--- src/hdl/cvpp_pkg.sv ---
// ----------------------------------------------------------------------------
// cvpp_pkg
// Shared types and constants of the camera view and pinhole projection block.
// ----------------------------------------------------------------------------
package cvpp_pkg;

   localparam int COORD_WIDTH_DEFAULT = 16;
   localparam int CSR_INDEX_WIDTH     = 3;
   localparam int CSR_DATA_WIDTH      = 48;
   localparam int OUT_WIDTH           = 32;
   localparam int QUO_WIDTH           = 33;
   localparam int DIV_STAGES          = 33;

   localparam logic [CSR_INDEX_WIDTH-1:0] REG_BASIS_RIGHT   = 3'd0;
   localparam logic [CSR_INDEX_WIDTH-1:0] REG_BASIS_UP      = 3'd1;
   localparam logic [CSR_INDEX_WIDTH-1:0] REG_BASIS_FORWARD = 3'd2;
   localparam logic [CSR_INDEX_WIDTH-1:0] REG_CAMERA_POS    = 3'd3;
   localparam logic [CSR_INDEX_WIDTH-1:0] REG_FOCAL_LENGTH  = 3'd4;

   localparam logic [47:0] RESET_BASIS_RIGHT   = 48'h0000_0000_4000;
   localparam logic [47:0] RESET_BASIS_UP      = 48'h0000_4000_0000;
   localparam logic [47:0] RESET_BASIS_FORWARD = 48'h4000_0000_0000;
   localparam logic [47:0] RESET_CAMERA_POS    = 48'h0000_0000_0000;
   localparam logic [15:0] RESET_FOCAL_LENGTH  = 16'h0100;

   typedef struct packed {
      logic [47:0] basis_right;
      logic [47:0] basis_up;
      logic [47:0] basis_forward;
      logic [47:0] camera_position;
      logic [15:0] focal_length;
   } cfg_type;

   // One projection lane of the divider: dividend low bits, partial
   // remainder, quotient built so far, quotient sign and overflow.
   typedef struct packed {
      logic [QUO_WIDTH-1:0] nlo;
      logic [31:0]          rem;
      logic [QUO_WIDTH-1:0] quo;
      logic                 neg;
      logic                 ovf;
   } lane_type;

   typedef struct packed {
      logic [31:0] cam_x;
      logic [31:0] cam_y;
      logic [31:0] cam_z;
      logic [31:0] zmag;
      logic        zero;
      logic        behind;
      logic        sat;
      lane_type    lx;
      lane_type    ly;
   } div_type;

endpackage

--- src/hdl/cvpp_div_step.sv ---
// ----------------------------------------------------------------------------
// cvpp_div_step
// One restoring division step for both projection lanes.
// ----------------------------------------------------------------------------
module cvpp_div_step #(
   parameter int BIT = 0
) (
   input  logic              clock,
   input  logic              reset,
   input  logic              in_valid,
   output logic              in_ready,
   input  cvpp_pkg::div_type in_data,
   output logic              out_valid,
   input  logic              out_ready,
   output cvpp_pkg::div_type out_data
);

   logic              v_ff;
   cvpp_pkg::div_type d_ff, d_in;

   function automatic cvpp_pkg::lane_type step(cvpp_pkg::lane_type l, logic [31:0] z);
      cvpp_pkg::lane_type r;
      logic [32:0] t;
      r = l;
      t = {l.rem, l.nlo[BIT]};
      if (t >= {1'b0, z}) begin
         t          = t - {1'b0, z};
         r.quo[BIT] = 1'b1;
      end
      r.rem = t[31:0];
      return r;
   endfunction

   always_comb begin
      d_in    = in_data;
      d_in.lx = step(in_data.lx, in_data.zmag);
      d_in.ly = step(in_data.ly, in_data.zmag);
   end

   assign in_ready = !v_ff || out_ready;

   always_ff @(posedge clock) begin
      if (reset) begin
         v_ff <= 1'b0;
      end else if (in_ready) begin
         v_ff <= in_valid;
      end
   end

   always_ff @(posedge clock) begin
      if (in_ready) d_ff <= d_in;
   end

   assign out_valid = v_ff;
   assign out_data  = d_ff;

endmodule

--- config.mk ---
export PLATFORM = sky130hd
export DESIGN_NAME = cvpp_div_step
export DESIGN_NICKNAME = d
export VERILOG_FILES = /design/src/hdl/cvpp_pkg.sv /design/src/hdl/cvpp_div_step.sv
export SDC_FILE = /design/constraint.sdc
export NUM_CORES = 1
export LEC_CHECK = 0
export ABC_AREA = 1
export BUFFER_PORTS_ARGS = -buffer_cell sky130_fd_sc_hd__buf_2
export CAP_MARGIN = 40
export CORE_AREA = 2 2 263 265
export DETAILED_ROUTE_END_ITERATION = 8
export DIE_AREA = 0 0 265 267
export GPL_TIMING_DRIVEN = 1
export PLACE_DENSITY = 0.52
export SLEW_MARGIN = 20
export SYNTH_ARGS = -nofsm -noshare
export SYNTH_HDL_FRONTEND = slang
export SYNTH_SLANG_ARGS = --single-unit
--- constraint.sdc ---
create_clock -name clock -period 50.6 [get_ports clock]
set_input_delay 15.18 -clock clock [delete_from_list [all_inputs] [get_ports clock]]
set_output_delay 15.18 -clock clock [all_outputs]
set_load 0.01 [all_outputs]
==> metrics list <==
* Buffers from clock root to sink, at most: 3
* Critical-path cell with the highest stage delay: sky130_fd_sc_hd__buf_2
- Worst-case headroom to the max-slew limit: 38.0%
- Total buffers and inverters traversed by the critical path: 3
- Counting the buffers created by CTS gives 40.
- Setup TNS: 0 ns
* Met3 Wirelength: 7.28 mm
- STA puts the critical path data arrival time at 15.75 ns.
* Gate power share: 18.9%
* Hold slack final: 1.16 ns
* Largest fanout of any net on the critical path: 2
- Die Footprint: 70800 sq um
- Synthesis handed over a netlist of 1638 instances.
* Power dissipated by switching net loads: 232 uW
- Cell row count: 96
* Routability congestion estimate from global placement: 0.911
* Routed length on met1: 27.5 mm
- Cell count of the worst hold path: 2
* Cell at the root of the clock tree: sky130_fd_sc_hd__clkbuf_16
- Net Sw Frac: 29.0%
* Core footprint: 68000 sq um
* Gr ovfl total: 0
- Startpoint types: primary input
- Worst Reg2Reg Path Length in Cells: 4
- CTS Sinks: 332
- The critical path is of the primary input to output port type.
* DRC Markers: 0
- In the global route stage, overall resource usage came out at 22.2%.
- Die height: 267 um
* Effective utilization at floorplan: 23.9%
* Min-Delay Path Class: flop to flop
- Static power due to leakage: 11.1 nW
* Vias in the first global route: 14200
- Buffers placed on the I/O ports in this run total 667.
- The worst hold path terminates at out_data[54].
- TritonCTS built the clock tree.
- In the layout the commonest cells are 667 x sky130_fd_sc_hd__buf_2, 586 x sky130_fd_sc_hd__nand2_1, 331 x sky130_fd_sc_hd__edfxtp_1.
* Sequential element share of the synthesized area: 61.4%
* Number of antenna violations at the first check in global routing: 50
* Drt total wl: 81.3 mm
* Number of buffers inserted by hold repair at cts: 0
- The number of failing hold endpoints at the final stage came to 0.
* Post-CTS clock slew at the launch and capture registers of the worst setup and hold paths: 0.06 ns
- In this run the critical register-to-register path is captured at out_data[326].
* Number of max-cap violations: 0
- The kind of cell with the highest combined delay along the critical path is buffers and inverters.
- Tightest Pin Transition: 0.931 ns
- The final critical path takes up 61.1% of the cycle.
- Dividing the detail-routed wire length by the instance count gives 24.9 um.
* Kind of end point of the critical path: output port
- Hold path startpoint: out_valid
- Post-CTS Resized: 0
* Most area-hungry cell type in the Yosys netlist: sky130_fd_sc_hd__edfxtp_1
* Area of the mapped netlist: 16200 sq um
- In this design, the stage delay of the slowest critical-path cell is 0.18 ns.
- Maximum resistive drop on vdd: 22.8 uV
- Number of top-level pins: 668
- Sum of met2 wire segment lengths after detailed routing: 41.9 mm
- Of the total power, registers draw 42.5%.
* R2R Setup Slk: 47.79 ns
- Post-detailed-route via-to-cell ratio: 4.33
- The number of nets handed over by synthesis was 2039.
- F_max: 32.3 MHz
- The signal on the critical path passes through buf_2 -> inv_1 -> nand2_4 -> buf_2.
* Netlist cell types: 34
* Synth Area per Inst: 9.91 sq um
- For this block, the initial DRC count from the detailed router was 887.
- Measured along the x axis, the die boundary spans 265 um.
* Layout Skew: 0.0211 ns
* Total iterations of the first detailed-routing run: 7
- Final antenna-violating net count: 0
- For this run, the number of Yosys warnings is 0.
- Internal Power: 567 uW
- Clk network pwr share: 38.6%
* Status: finished, final reports clean
- The worst register-to-register path begins at out_valid.
* Period minus WS final: 30.93 ns
* Share of final-layout standard cells stronger than drive strength 1: 33.9%
* Worst-Skew Late Latency: 0.57 ns
- Finish-stage setup viols: 0
- Entering global routing, the biggest net connects 146 pins.
* Top post-synthesis cells by area: sky130_fd_sc_hd__edfxtp_1 61%, sky130_fd_sc_hd__nand2_1 14%, sky130_fd_sc_hd__inv_1 6.4%
- The detailed router placed 14100 vias in this run.
- Final net count: 2738
* Unrepaired setup endpoints after global routing: false
- The most numerous cell type found on the critical path is sky130_fd_sc_hd__buf_2.
- In this run the number of H-tree levels came out at 2.
- Number of synthesized register bits: 332
- Area grow syn2layout: 35.9%
* Top Layer Used: met5
- HPWL Detailed: 68.6 mm
- The number of pins exceeding their max-slew limit in the final report is 0.
* Required time at the worst-slack endpoint: 35.42 ns
- Top cell type's share of synthesized area: 61.2%
- Post-CTS timing repair inserted 0 buffers for setup.
- The first global-routing pass estimated 108 mm of wire.
* Most common cell after layout, fill and taps aside: sky130_fd_sc_hd__buf_2
- Dividing total power by cell area gives a power density of 36.2 nW/um^2.
Yosys cell counts (all sizes together):
master and n:
dfxtp 1, xor2 26, o21ai 3, clkinv 1
edfxtp 331, nor2 86, nand3b 12, nand4 4
or2 2, buf 19, ha 64, inv 284
nor3 18, nand2 601, o21bai 3, and2 9
xnor2 2, a21oi 39, nand3 130, fa 2
a21o 1
metrics by stage:
stage | power, mW | cells | instance area [sq um] | setup WS (ns) | utilization, %
finish | 0.799 | 3261 | 22100 | 19.67 | 32.4
global route | 0.834 | 3250 | 22000 | 19.67 | 32.4
CTS | 0.813 | 3247 | 22000 | 19.65 | 32.3
detailed placement | 0.500 | 3176 | 20600 | 19.66 | 30.3
global placement | 0.500 | 3176 | 20600 | 19.66 | 30.3
floorplan | 0.425 | 1638 | 16200 | 13.18 | -
how the worst max path moves through the flow:
| stage | from | endpoint | slack [ns] | depth (start not counted) |
|---|---|---|---|---|
| 6_report | out_ready | in_ready | 19.67 | 4 |
| 5_1_grt | out_ready | in_ready | 19.67 | 4 |
| 4_1_cts | out_ready | in_ready | 19.65 | 4 |
| 3_5_place_dp | out_ready | in_ready | 19.66 | 4 |
| 3_3_place_gp | out_ready | in_ready | 19.66 | 4 |
| 2_1_floorplan | out_ready | in_ready | 13.18 | 2 |
registers in the layout (all words and copies together), names as in the netlist:
name       count
out_data     331
out_valid      1
worst register-to-register path, delay by kind of cell (launching register included):
kind | cells | cell delay (ns)
flops | 1 | 0.38
simple gates | 1 | 0.21
buf+inv | 3 | 1.57
area by class of cell:
| cell class | count | area, sq um |
|---|---|---|
| multi-input cells | 1002 | 5060 |
| fillers | 7173 | 45900 |
| flip-flops and latches | 332 | 9960 |
| diodes | 13 | 32.5 |
| repair buffers | 676 | 3440 |
| well taps | 882 | 1100 |
| clock buffers | 43 | 1030 |
| inverters | 285 | 1070 |
| clock inverters | 28 | 352 |
metal layers:
layer  vias to the layer above  track usage, %
met5                         -            1.32
met4                        52            10.5
met3                       157            8.84
met2                       539            40.8
met1                      6653            21.7
li1                       6713               -
power groups by stage:
stage	registers (mW)	clock network, mW	logic [mW]
5_1_grt	0.342	0.326	0.166
4_1_cts	0.340	0.318	0.155
3_5_place_dp	0.345	0	0.155
6_report	0.340	0.308	0.151
2_1_floorplan	0.363	0	0.0617
3_3_place_gp	0.345	0	0.155
cells by family after synthesis:
family,Yosys count,share of synthesized area [%]
AO/OA/AOI/OAI,46,1.50
buffers and inverters,304,7.49
flip-flops,332,61.4
XOR/XNOR,28,1.51
AND/OR/NAND/NOR,862,23.0
adder cells (fa/ha/maj),66,5.18
(Power assumes the default switching activity.)
