[config.mk]
export PLATFORM = sky130hd
export DESIGN_NAME = cvpp_out
export DESIGN_NICKNAME = d
export VERILOG_FILES = /design/src/hdl/cvpp_pkg.sv /design/src/hdl/cvpp_out.sv
export SDC_FILE = /design/constraint.sdc
export NUM_CORES = 1
export LEC_CHECK = 0
export BUFFER_PORTS_ARGS = -buffer_cell sky130_fd_sc_hd__clkbuf_2
export CAP_MARGIN = 20
export CORE_AREA = 2 2 194 196
export DETAILED_ROUTE_END_ITERATION = 10
export DIE_AREA = 0 0 196 198
export GPL_ROUTABILITY_DRIVEN = 0
export HOLD_SLACK_MARGIN = 0.08
export PLACE_DENSITY = 0.56
export SYNTH_ARGS = -nofsm -noshare
export SYNTH_HDL_FRONTEND = slang
export SYNTH_SLANG_ARGS = --single-unit
[constraint.sdc]
create_clock -name clock -period 4 [get_ports clock]
set_clock_uncertainty 0.15 [all_clocks]
set_input_delay 0.2 -clock clock [delete_from_list [all_inputs] [get_ports clock]]
set_output_delay 0.2 -clock clock [all_outputs]
set_load 0.1 [all_outputs]
[src/hdl/cvpp_pkg.sv]
// ----------------------------------------------------------------------------
// cvpp_pkg
// Shared types and constants of the camera view and pinhole projection block.
// ----------------------------------------------------------------------------
package cvpp_pkg;

   localparam int COORD_WIDTH_DEFAULT = 16;
   localparam int CSR_INDEX_WIDTH     = 3;
   localparam int CSR_DATA_WIDTH      = 48;
   localparam int OUT_WIDTH           = 32;
   localparam int QUO_WIDTH           = 33;
   localparam int DIV_STAGES          = 33;

   localparam logic [CSR_INDEX_WIDTH-1:0] REG_BASIS_RIGHT   = 3'd0;
   localparam logic [CSR_INDEX_WIDTH-1:0] REG_BASIS_UP      = 3'd1;
   localparam logic [CSR_INDEX_WIDTH-1:0] REG_BASIS_FORWARD = 3'd2;
   localparam logic [CSR_INDEX_WIDTH-1:0] REG_CAMERA_POS    = 3'd3;
   localparam logic [CSR_INDEX_WIDTH-1:0] REG_FOCAL_LENGTH  = 3'd4;

   localparam logic [47:0] RESET_BASIS_RIGHT   = 48'h0000_0000_4000;
   localparam logic [47:0] RESET_BASIS_UP      = 48'h0000_4000_0000;
   localparam logic [47:0] RESET_BASIS_FORWARD = 48'h4000_0000_0000;
   localparam logic [47:0] RESET_CAMERA_POS    = 48'h0000_0000_0000;
   localparam logic [15:0] RESET_FOCAL_LENGTH  = 16'h0100;

   typedef struct packed {
      logic [47:0] basis_right;
      logic [47:0] basis_up;
      logic [47:0] basis_forward;
      logic [47:0] camera_position;
      logic [15:0] focal_length;
   } cfg_type;

   // One projection lane of the divider: dividend low bits, partial
   // remainder, quotient built so far, quotient sign and overflow.
   typedef struct packed {
      logic [QUO_WIDTH-1:0] nlo;
      logic [31:0]          rem;
      logic [QUO_WIDTH-1:0] quo;
      logic                 neg;
      logic                 ovf;
   } lane_type;

   typedef struct packed {
      logic [31:0] cam_x;
      logic [31:0] cam_y;
      logic [31:0] cam_z;
      logic [31:0] zmag;
      logic        zero;
      logic        behind;
      logic        sat;
      lane_type    lx;
      lane_type    ly;
   } div_type;

endpackage

[src/hdl/cvpp_out.sv]
// ----------------------------------------------------------------------------
// cvpp_out
// Quotient sign, clamping, zero depth handling and the response register.
// ----------------------------------------------------------------------------
module cvpp_out (
   input  logic              clock,
   input  logic              reset,
   input  logic              in_valid,
   output logic              in_ready,
   input  cvpp_pkg::div_type in_data,
   output logic              out_valid,
   input  logic              out_stall,
   output logic [31:0]       cam_x,
   output logic [31:0]       cam_y,
   output logic [31:0]       cam_z,
   output logic [31:0]       proj_x,
   output logic [31:0]       proj_y,
   output logic              not_projectable,
   output logic              behind_camera,
   output logic              saturated
);

   logic        v_ff;
   logic [31:0] cx_ff, cy_ff, cz_ff, px_ff, py_ff;
   logic        np_ff, bh_ff, sat_ff;
   logic [31:0] px_in, py_in;
   logic        sat_in;

   function automatic logic [32:0] finish(cvpp_pkg::lane_type l);
      logic [32:0] q;
      logic [32:0] r;
      q = l.quo;
      if (l.ovf) begin
         r = l.neg ? {1'b1, 32'h8000_0000} : {1'b1, 32'h7FFF_FFFF};
      end else if (l.neg) begin
         if (q > 33'h0_8000_0000) r = {1'b1, 32'h8000_0000};
         else                     r = {1'b0, 32'(~q + 33'd1)};
      end else begin
         if (q >= 33'h0_8000_0000) r = {1'b1, 32'h7FFF_FFFF};
         else                      r = {1'b0, q[31:0]};
      end
      return r;
   endfunction

   always_comb begin
      logic [32:0] fx, fy;
      fx = finish(in_data.lx);
      fy = finish(in_data.ly);
      if (in_data.zero) begin
         px_in  = 32'd0;
         py_in  = 32'd0;
         sat_in = in_data.sat;
      end else begin
         px_in  = fx[31:0];
         py_in  = fy[31:0];
         sat_in = in_data.sat | fx[32] | fy[32];
      end
   end

   assign in_ready = !v_ff || !out_stall;

   always_ff @(posedge clock) begin
      if (reset) begin
         v_ff <= 1'b0;
      end else if (in_ready) begin
         v_ff <= in_valid;
      end
   end

   always_ff @(posedge clock) begin
      if (in_ready) begin
         cx_ff  <= in_data.cam_x;
         cy_ff  <= in_data.cam_y;
         cz_ff  <= in_data.cam_z;
         px_ff  <= px_in;
         py_ff  <= py_in;
         np_ff  <= in_data.zero;
         bh_ff  <= in_data.behind;
         sat_ff <= sat_in;
      end
   end

   assign out_valid       = v_ff;
   assign cam_x           = cx_ff;
   assign cam_y           = cy_ff;
   assign cam_z           = cz_ff;
   assign proj_x          = px_ff;
   assign proj_y          = py_ff;
   assign not_projectable = np_ff;
   assign behind_camera   = bh_ff;
   assign saturated       = sat_ff;

endmodule

==> run_summary.xml <==
<?xml version="1.0" encoding="UTF-8"?>
<metrics>
  <group name="status">
    <metric name="status" unit="">completed</metric>
  </group>
  <group name="synth">
    <metric name="synth_sequential_area_ratio" unit="">0.6247</metric>
    <metric name="synth_area_per_cell" unit="um^2">11.81</metric>
    <metric name="yosys.area_share.xor_xnor" unit="">0.001113</metric>
    <metric name="async_reset_ff_frac" unit="">0</metric>
    <metric name="postSynthCellCount" unit="">666</metric>
    <metric name="synth_compound_gate_area_share" unit="">0.1528</metric>
    <metric name="synth.lib_cells_used.distinct" unit="">60</metric>
    <metric name="yosys-mux-area-fraction" unit="">0.02385</metric>
    <metric name="yosys.area_share.adder" unit="">0.003181</metric>
    <metric name="postSynthNetCount" unit="">1003</metric>
    <metric name="synth_simple_gate_area_share" unit="">0.1605</metric>
    <metric name="post_synth_instance_area" unit="mm^2">0.007868</metric>
    <metric name="synth_warnings" unit="">0</metric>
    <metric name="post_synth_edffs" unit="">163</metric>
    <metric name="synth_top_flop_cell" unit="">sky130_fd_sc_hd__edfxtp_1</metric>
    <metric name="yosys_reg_bits" unit="">164</metric>
    <metric name="synth_top_family_by_area" unit="">simple AND/OR/NAND/NOR gates</metric>
  </group>
  <group name="critical_path">
    <metric name="crit_family" unit="">simple AND/OR/NAND/NOR gates</metric>
    <metric name="arrival" unit="ns">3.18</metric>
    <metric name="setup.worst_path.class" unit="">input port to flop</metric>
    <metric name="highest_cell_delay_on_the_worst_timing_path" unit="ns">0.59</metric>
    <metric name="critical_path_required" unit="ns">3.99</metric>
    <metric name="end_kind" unit="">flop</metric>
    <metric name="critical_path.startpoint_type" unit="">input port</metric>
    <metric name="critical_path_cell_with_the_highest_stage_delay" unit="">sky130_fd_sc_hd__or4b_1</metric>
    <metric name="worstPathCellList" unit="">dlygate4sd3_1 &gt; clkbuf_2 &gt; inv_1 &gt; ha_1 &gt; or4b_1 &gt; or4_4 &gt; nor3_4 &gt; buf_4 &gt; or2_2 &gt; a211oi_1</metric>
    <metric name="timing.critical_path.fanout_max" unit="">10</metric>
    <metric name="cp.buffers_inverters" unit="">4</metric>
  </group>
  <group name="final_layout">
    <metric name="final-instance-count-excl-fill" unit="">1590</metric>
    <metric name="multi_input_area" unit="mm^2">0.002736</metric>
    <metric name="postLayoutCoreUtil" unit="">0.3183</metric>
    <metric name="drive_gt1_frac" unit="">0.3761</metric>
    <metric name="finalNetCount" unit="">1438</metric>
    <metric name="area.growth.synth_to_final" unit="%">49.51</metric>
    <metric name="n_fill_cell" unit="">3756</metric>
    <metric name="seq_area" unit="mm^2">0.004915</metric>
  </group>
  <group name="place">
    <metric name="dpl_worst_slack" unit="ns">0.9432</metric>
    <metric name="post_dp_hpwl" unit="um">20290</metric>
    <metric name="dpl.cell_count" unit="">1446</metric>
    <metric name="portBuffers" unit="">337</metric>
  </group>
  <group name="routing">
    <metric name="detailed_route_via_count" unit="">7348</metric>
    <metric name="met2WireLength" unit="um">13860</metric>
    <metric name="antenna_left" unit="">0</metric>
    <metric name="dr.max_layer_used" unit="">met4</metric>
    <metric name="drt-initial-drc-count" unit="">440</metric>
    <metric name="detail_route.wl_per_cell" unit="um">18.06</metric>
    <metric name="vias_per_cell" unit="">4.621</metric>
    <metric name="wirelength_met1" unit="um">12420</metric>
    <metric name="first_pass_iters" unit="">5</metric>
    <metric name="route.detailed.drc" unit="">0</metric>
    <metric name="drt-total-wl" unit="um">28720</metric>
    <metric name="routed-wl-met3" unit="um">1801</metric>
  </group>
  <group name="clock_tree">
    <metric name="tritoncts_num_sinks" unit="">164</metric>
    <metric name="cts_resized" unit="">0</metric>
    <metric name="clkSlewWorstSetupHoldPaths" unit="ns">0.07</metric>
    <metric name="tritoncts" unit="">built</metric>
    <metric name="cts_inserted_buffers" unit="">17</metric>
    <metric name="htreeDepth" unit="">4</metric>
    <metric name="clk_latency" unit="ns">0.44</metric>
    <metric name="clockBufferDepth" unit="">2</metric>
    <metric name="root_buffer" unit="">sky130_fd_sc_hd__clkbuf_16</metric>
  </group>
  <group name="floorplanning">
    <metric name="placement_rows" unit="">71</metric>
    <metric name="core_area" unit="mm^2">0.03696</metric>
    <metric name="die_footprint" unit="mm^2">0.03881</metric>
    <metric name="dieHeight" unit="um">198</metric>
    <metric name="pin_count" unit="">500</metric>
    <metric name="fp.dieW" unit="um">196</metric>
    <metric name="initial_core_util" unit="">0.2129</metric>
  </group>
  <group name="sta">
    <metric name="clock.fmax" unit="MHz">314.3</metric>
    <metric name="worst_pin_slew" unit="ns">1.044</metric>
    <metric name="relative_slew_margins" unit="">0.3039</metric>
    <metric name="finalCriticalPeriod" unit="ns">3.181</metric>
    <metric name="setup_slack" unit="ns">0.8187</metric>
    <metric name="final_hold_viol_count" unit="">0</metric>
    <metric name="rsz_0062_raised_after_global_routing" unit="">no</metric>
    <metric name="max_slew_violations" unit="">0</metric>
    <metric name="fraction_of_the_cycle_the_final_worst_path_needs" unit="">0.7953</metric>
    <metric name="final-setup-viol-count" unit="">0</metric>
    <metric name="totalNegativeSetupSlack" unit="ns">0</metric>
  </group>
  <group name="job">
    <metric name="cap_viol_max_count" unit="">0</metric>
  </group>
  <group name="grt">
    <metric name="grt_start_max_net_pins" unit="">95</metric>
    <metric name="grtUsageTotal" unit="">0.1448</metric>
    <metric name="grt_pass1_wl" unit="um">42440</metric>
    <metric name="number_of_global_route_vias_before_repair" unit="">7154</metric>
    <metric name="grt_residual_overflow" unit="">0</metric>
    <metric name="grt_antenna_before_repair" unit="">2</metric>
  </group>
  <group name="power">
    <metric name="power.leakage" unit="nW">4.797</metric>
    <metric name="vdd.ir_drop.worst" unit="mV">0.2996</metric>
    <metric name="p_per_area" unit="mW/mm^2">437.4</metric>
  </group>
  <group name="min_path">
    <metric name="min_path_type" unit="">input port to flop</metric>
  </group>
</metrics>
-- where the power goes --
group	leakage, nW	total (mW)	switching [mW]	internal (mW)
Clock	0.266	1.57	0.767	0.808
Sequential	1.75	2.08	0.0411	2.03
Combinational	2.78	1.50	1.22	0.274
Total	4.80	5.15	2.03	3.12
-- worst paths after layout --
path / endpoint / cells past startpoint / slack, ns / from
setup / recovery: proj_y[31] / 10 / 0.82 / in_data[2]
hold reg to reg: proj_x[10] / 1 / 1.05 / out_valid
setup reg to reg: proj_y[11] / 2 / 2.05 / out_valid
hold / removal: proj_y[25] / 3 / 0.1 / in_data[27]
-- worst reg2reg max path: stages, from the launching register on --
cell,delay (ns)
sky130_fd_sc_hd__dfxtp_1,0.38
sky130_fd_sc_hd__nand2_8,0.55
sky130_fd_sc_hd__buf_12,0.51
-- cells by family (layout without fill, tap and decap cells) --
family          after synthesis  after routing
compound gates              196            196
xor+xnor                      1              1
fa+ha+maj                     2              2
buf+inv                      58            506
flops                       164            164
mux                          17             17
other cells                   0              2
simple gates                228            228
-- per-layer routing --
layer / vias to the layer above / global-route usage
li1: 3531 / -
met1: 3532 / 0.1814
met2: 256 / 0.2411
met3: 29 / 0.03849
met4: 0 / 0.05079
met5: - / 0
-- sequential cells by signal (all words and copies together) (netlist names) --
name	count
behind_camera	1
cam_x	32
cam_y	32
cam_z	32
not_projectable	1
out_valid	1
proj_x	32
proj_y	32
saturated	1
-- Yosys cell counts, types with 2 or more instances --
library cell | instances | area [um^2]
sky130_fd_sc_hd__a211oi_1 | 15 | 112.6
sky130_fd_sc_hd__a21o_1 | 2 | 15.01
sky130_fd_sc_hd__a21oi_1 | 45 | 225.2
sky130_fd_sc_hd__a311oi_1 | 17 | 148.9
sky130_fd_sc_hd__a31oi_1 | 18 | 112.6
sky130_fd_sc_hd__and2_1 | 3 | 18.77
sky130_fd_sc_hd__and3_1 | 9 | 56.30
sky130_fd_sc_hd__and4_1 | 19 | 166.4
sky130_fd_sc_hd__buf_2 | 6 | 30.03
sky130_fd_sc_hd__buf_6 | 4 | 45.04
sky130_fd_sc_hd__clkbuf_1 | 35 | 131.4
sky130_fd_sc_hd__clkinv_1 | 2 | 7.510
sky130_fd_sc_hd__edfxtp_1 | 163 | 4895
sky130_fd_sc_hd__ha_1 | 2 | 25.02
sky130_fd_sc_hd__inv_1 | 8 | 30.03
sky130_fd_sc_hd__mux2_2 | 14 | 157.7
sky130_fd_sc_hd__mux2i_1 | 3 | 30.03
sky130_fd_sc_hd__nand2_1 | 12 | 45.04
sky130_fd_sc_hd__nand2b_1 | 6 | 37.54
sky130_fd_sc_hd__nand3_1 | 2 | 10.01
sky130_fd_sc_hd__nand4_1 | 10 | 62.56
sky130_fd_sc_hd__nor2_1 | 87 | 326.6
sky130_fd_sc_hd__nor3_1 | 26 | 130.1
sky130_fd_sc_hd__nor4_1 | 18 | 112.6
sky130_fd_sc_hd__nor4_2 | 2 | 25.02
sky130_fd_sc_hd__nor4b_1 | 3 | 26.28
sky130_fd_sc_hd__o211ai_1 | 13 | 97.59
sky130_fd_sc_hd__o21ai_0 | 58 | 290.3
sky130_fd_sc_hd__o21ai_1 | 2 | 10.01
sky130_fd_sc_hd__o22ai_1 | 16 | 100.1
sky130_fd_sc_hd__o31ai_1 | 2 | 15.01
sky130_fd_sc_hd__or2_2 | 2 | 12.51
sky130_fd_sc_hd__or3_1 | 7 | 43.79
sky130_fd_sc_hd__or4_1 | 9 | 67.56
-- layout make-up --
class                           count  area share
Multi-Input combinational cell    444      0.2326
Antenna cell                        2   0.0004255
Inverter                           10    0.003191
Sequential cell                   164      0.4178
Timing Repair Buffer              464      0.2493
Clock buffer                       17     0.03617
Clock inverter                     15    0.009999
Tap cell                          474     0.05042
-- cell usage in the layout, fill, tap and decap left out, types with 17 or more instances in the layout --
| cell type | synthesis | layout |
|---|---|---|
| sky130_fd_sc_hd__dlygate4sd3_1 | 1 | 109 |
| sky130_fd_sc_hd__clkbuf_16 | 0 | 17 |
| sky130_fd_sc_hd__and4_1 | 19 | 19 |
| sky130_fd_sc_hd__clkbuf_2 | 1 | 337 |
| sky130_fd_sc_hd__o21ai_0 | 58 | 58 |
| sky130_fd_sc_hd__a311oi_1 | 17 | 17 |
| sky130_fd_sc_hd__nor3_1 | 26 | 25 |
| sky130_fd_sc_hd__a21oi_1 | 45 | 45 |
| sky130_fd_sc_hd__a31oi_1 | 18 | 18 |
| sky130_fd_sc_hd__edfxtp_1 | 163 | 163 |
| sky130_fd_sc_hd__nor2_1 | 87 | 86 |
| sky130_fd_sc_hd__nor4_1 | 18 | 17 |
-- stage by stage --
stage	total power, mW	hold slack (ns)	instance area, um^2
floorplan	3.204	0.1224	7875
global placement	3.515	0.2138	10110
detailed placement	3.524	0.2101	10110
CTS	5.204	0.08223	11740
global route	5.335	0.08150	11760
finish	5.145	0.09722	11760
-- timing repair --
item / in CTS / in global routing
buffers inserted: 0 / 0
endpoints found under the hold margin: 108 / 0
hold buffers: 109 / 0
(Power assumes the default switching activity.)
